<file path="src/hw/rtl/cpww_pkg.sv">
// shared types and constants for the code page write watch
package cpww_pkg;

	localparam int ADDR_W = 32;
	localparam int PAGE_W = 16;
	localparam int OP_W   = 2;
	// page walk counter, wide enough for a full sweep of 65536 pages
	localparam int WALK_W = 17;
	localparam int IN_W   = 96;
	localparam int OUT_W  = 24;

	typedef enum logic [OP_W-1:0] {
		OP_MARK  = 2'd0,
		OP_WRITE = 2'd1,
		OP_FLUSH = 2'd2,
		OP_NOP   = 2'd3
	} op_t;

	typedef enum logic [2:0] {
		S_CLEAR,
		S_IDLE,
		S_MARK,
		S_TAIL,
		S_WRITE,
		S_FLUSH,
		S_EMIT
	} state_t;

	typedef struct packed {
		logic accept;
		logic walk_step;
		logic tail_write;
		logic write_resolve;
		logic flush_emit;
		logic flush_ovf;
		logic flush_none;
	} cmd_t;

	typedef struct packed {
		op_t  op;
		logic walk_done;
		logic list_empty;
		logic ovf_flag;
		logic emit_last;
		logic out_free;
	} status_t;

endpackage

</file>
<file path="src/hw/rtl/cpww_ctrl.sv">
// controller state machine for the code page write watch
module cpww_ctrl (
	input  logic             clk,
	input  logic             arst_n,
	input  logic             s_tvalid,
	output logic             s_tready,
	input  cpww_pkg::status_t sts,
	output cpww_pkg::cmd_t    cmd
);
	import cpww_pkg::*;

	state_t state_q, state_d;

	always_ff @(posedge clk or negedge arst_n) begin
		if (!arst_n) begin
			state_q <= S_CLEAR;
		end else begin
			state_q <= state_d;
		end
	end

	always_comb begin
		state_d = state_q;
		unique case (state_q)
			S_CLEAR: begin
				if (sts.walk_done) state_d = S_IDLE;
			end
			S_IDLE: begin
				if (s_tvalid) begin
					unique case (sts.op)
						OP_MARK:  state_d = S_MARK;
						OP_WRITE: state_d = S_WRITE;
						OP_FLUSH: state_d = S_FLUSH;
						default:  state_d = S_IDLE;
					endcase
				end
			end
			S_MARK: begin
				if (sts.walk_done) state_d = S_TAIL;
			end
			S_TAIL: state_d = S_IDLE;
			S_WRITE: begin
				if (sts.out_free) state_d = S_IDLE;
			end
			S_FLUSH: begin
				if (sts.out_free) begin
					if (sts.ovf_flag) state_d = S_CLEAR;
					else if (sts.list_empty) state_d = S_IDLE;
					else state_d = S_EMIT;
				end
			end
			S_EMIT: begin
				if (sts.out_free && sts.emit_last) state_d = S_IDLE;
			end
			default: state_d = S_IDLE;
		endcase
	end

	always_comb begin
		cmd      = '0;
		s_tready = 1'b0;
		unique case (state_q)
			S_CLEAR: cmd.walk_step = !sts.walk_done;
			S_IDLE: begin
				s_tready   = 1'b1;
				cmd.accept = s_tvalid;
			end
			S_MARK: cmd.walk_step = !sts.walk_done;
			S_TAIL: cmd.tail_write = 1'b1;
			S_WRITE: cmd.write_resolve = sts.out_free;
			S_FLUSH: begin
				// overflow wins over queued pages: one full reset result, then sweep
				if (sts.out_free) begin
					if (sts.ovf_flag) cmd.flush_ovf = 1'b1;
					else if (sts.list_empty) cmd.flush_none = 1'b1;
				end
			end
			S_EMIT: cmd.flush_emit = sts.out_free;
			default: cmd = '0;
		endcase
	end

endmodule

</file>
<file path="config.mk">
export PLATFORM = sky130hd
export DESIGN_NAME = cpww_ctrl
export DESIGN_NICKNAME = d
export VERILOG_FILES = /design/src/hw/rtl/cpww_pkg.sv /design/src/hw/rtl/cpww_ctrl.sv
export SDC_FILE = /design/constraint.sdc
export NUM_CORES = 1
export LEC_CHECK = 0
export ABC_AREA = 1
export BUFFER_PORTS_ARGS = -buffer_cell sky130_fd_sc_hd__buf_2
export CORE_AREA = 2 2 39 41
export CTS_CLUSTER_DIAMETER = 60
export DETAILED_ROUTE_END_ITERATION = 10
export DIE_AREA = 0 0 41 43
export PLACE_DENSITY = 0.49
export SYNTH_ARGS = -nofsm -noshare
export SYNTH_HDL_FRONTEND = slang
export SYNTH_SLANG_ARGS = --single-unit
</file>
<file path="constraint.sdc">
create_clock -name clk -period 2.4 [get_ports clk]
set_input_delay 0.24 -clock clk [delete_from_list [all_inputs] [get_ports clk]]
set_output_delay 0.24 -clock clk [all_outputs]
set_load 0.02 [all_outputs]
</file>
==> impl_metrics.toml <==
[setup_path]
reg2reg_to = "state_q[2]"
startpoint_type = "flip-flop"
path_cells = "inv_2 -> nand2_1 -> nor2_2 -> nand2_1 -> nor2_1 -> buf_2"
crit_fanout = 5
crit_path_frequent_cell = "nand2_1"
crit_path_max_incr_delay_ns = 0.42
r2r_start = "state_q[2]"
reg2reg_slack_ns = 1.19
worstPathRequired_ns = 2.16
crit_arrival_ns = 1.32
critical_path_buf_inv_count = 2
critPathTopFamily = "flip-flops"
path_depth = 6
crit_path_top_delay_cell = "dfrtp_1"
crit_path_end_kind = "primary output"
ff2ff_path_depth = 7
critical_path_class = "reg2out"

[synth]
synth_warnings = 0
synth_area_leader_cell = "dfrtp_1"
synthTopCellsByArea = "dfrtp_1 21%, nand2_1 14%, nor2_1 13%"
async_flop_share_pct = 100.0
syn-mean-instance-area_um2 = 5.852
synth.yosys.seq_area_share_pct = 20.69
yosysMostFrequentCell = "nand2_1"
synth_nets = 75
synth_flop_cell = "dfrtp_1"
ys_ff_latch = 3
netlist_area_um2 = 362.8
synth_top_area_share_pct = 20.69
synth_edf_count = 0
synth_cell_types = 14
synthTopCellsByCount = "14 x nand2_1, 13 x nor2_1, 9 x inv_1, 8 x nand3_1, 4 x nor2_2"
synth_cells = 62

[global_route]
gr-total-overflow = 0
track_usage_pct = 12.37
grt_pass1_wl_um = 1518
grt_max_degree = 10
antenna_found_initial = 0
grt_pass1_vias = 405

[place]
numPortBuffers = 17
gp_congestion = 0.6998

[clock_network]
clk_latency_ns = 0.23
h-tree-depth = 1
cts_resized = 0
post_cts.repair.setup_buffers = 0
cts.sink_count = 3
cts_hold_buf = 1
clk_pin_slew_ns = 0.03
cts_tree = "built"
clockRootBuffer = "clkbuf_4"
clockBufferDepth = 2
cts_buffers = 3

[final_layout]
multi_input_area_um2 = 235.2
synthToLayoutAreaGrowth_pct = 35.86
largest_reg_flops = 3
antenna_cells = 0
n_fill_cell = 165
drive_gt1_share_pct = 32.53
largest_registers = "state_q: 3 flops"
regMostFlops = "state_q"
nets = 97
regArea_um2 = 75.07

[job]
drv_cap = 0

[timing]
rsz0062_at_grt = "no"
max_freq_ghz = 0.6391
skew_ns = 0.0005717
drv_slew = 0
fin_crit_ns = 1.565
post-route-period-util_pct = 65.20
hold_slack_ns = 0.3260
setup_viol = 0
tightest_slew_ns = 0.3081
max_slew_margin_pct = 79.46
fin_tns_setup_ns = 0
hold_viol = 0

[floorplan]
ios = 18
die_h_um = 43
die_area_mm2 = 0.001763
initial_core_util_pct = 26.22
rows = 14
core_mm2 = 0.001384
die_w_um = 41

[drt]
vias_per_cell = 4.242
routed_wl_um = 837
drtIter0Drc = 2
antenna_left = 0
first_pass_iters = 2
vias = 420
wl_per_cell_um = 8.455
drc = 0

[status]
status = "finished clean"

[min_path]
min_path_type = "in2async"

[pwr]
peakVddDrop_mv = 0.2954
p_leak_nw = 0.3086
power_density_mw_per_mm2 = 964.8
## cell families (layout without fill, tap and decap cells)
group,Yosys count,in the layout,share of synthesized area (%)
adder cells (fa/ha/maj),3,3,10.35
buffers and inverters,12,33,14.48
AND/OR/NAND/NOR,42,42,50.69
flip-flops,3,3,20.69
AO/OA/AOI/OAI,2,2,3.792
## layout make-up
cell class	instances	share of cell area, %
clock buffers	4	5.330
inverters	11	8.376
multi-input cells	47	47.72
flip-flops and latches	3	15.23
well taps	16	4.061
repair buffers	18	19.29
## per-stage QoR
| step | setup slack [ns] | cell area (um2) | power [mW] | instances | utilization, % |
|---|---|---|---|---|---|
| 3_5_place_dp | 1.073 | 456.7 | 0.3916 | 94 | 33.00 |
| 5_1_grt | 0.7066 | 493.0 | 0.5404 | 99 | 35.62 |
| 6_report | 0.8352 | 493.0 | 0.4756 | 99 | 35.62 |
| 2_1_floorplan | 0.9860 | 362.8 | 0.3246 | 62 | - |
| 3_3_place_gp | 1.073 | 456.7 | 0.3943 | 94 | 33.00 |
| 4_1_cts | 0.8241 | 493.0 | 0.4835 | 99 | 35.62 |
## power breakdown
| part | total, mW | switching (mW) | internal (mW) |
|---|---|---|---|
| Sequential | 0.112 | 0.0389 | 0.0729 |
| Combinational | 0.278 | 0.182 | 0.0957 |
| Clock | 0.0864 | 0.0242 | 0.0622 |
## per-layer routing
| layer | global-route usage [%] | wire (um) |
|---|---|---|
| met5 | 0 | 0 |
| met4 | 2.000 | 0 |
| met3 | 4.712 | 44 |
| met2 | 19.38 | 395 |
| met1 | 15.86 | 397 |
## worst max path at each step
stage	start	slack, ns	endpoint
6_report	state_q[1]	0.84	cmd[0]
2_1_floorplan	state_q[2]	0.99	cmd[3]
4_1_cts	state_q[1]	0.82	cmd[0]
3_5_place_dp	state_q[1]	1.07	cmd[0]
5_1_grt	state_q[1]	0.71	cmd[0]
3_3_place_gp	state_q[1]	1.07	cmd[0]
## layout by cell type (no fill, tap or decap)
cell type / count
nand3_1: 8
a21oi_1: 1
nor2_1: 13
ha_1: 3
inv_2: 2
nor4_1: 1
nor3_1: 1
inv_1: 9
clkbuf_1: 1
clkbuf_4: 3
a21oi_2: 1
dfrtp_1: 3
buf_2: 17
dlygate4sd3_1: 1
nor2_2: 4
nand4_1: 1
nand2_1: 14
(Power assumes the default switching activity.)
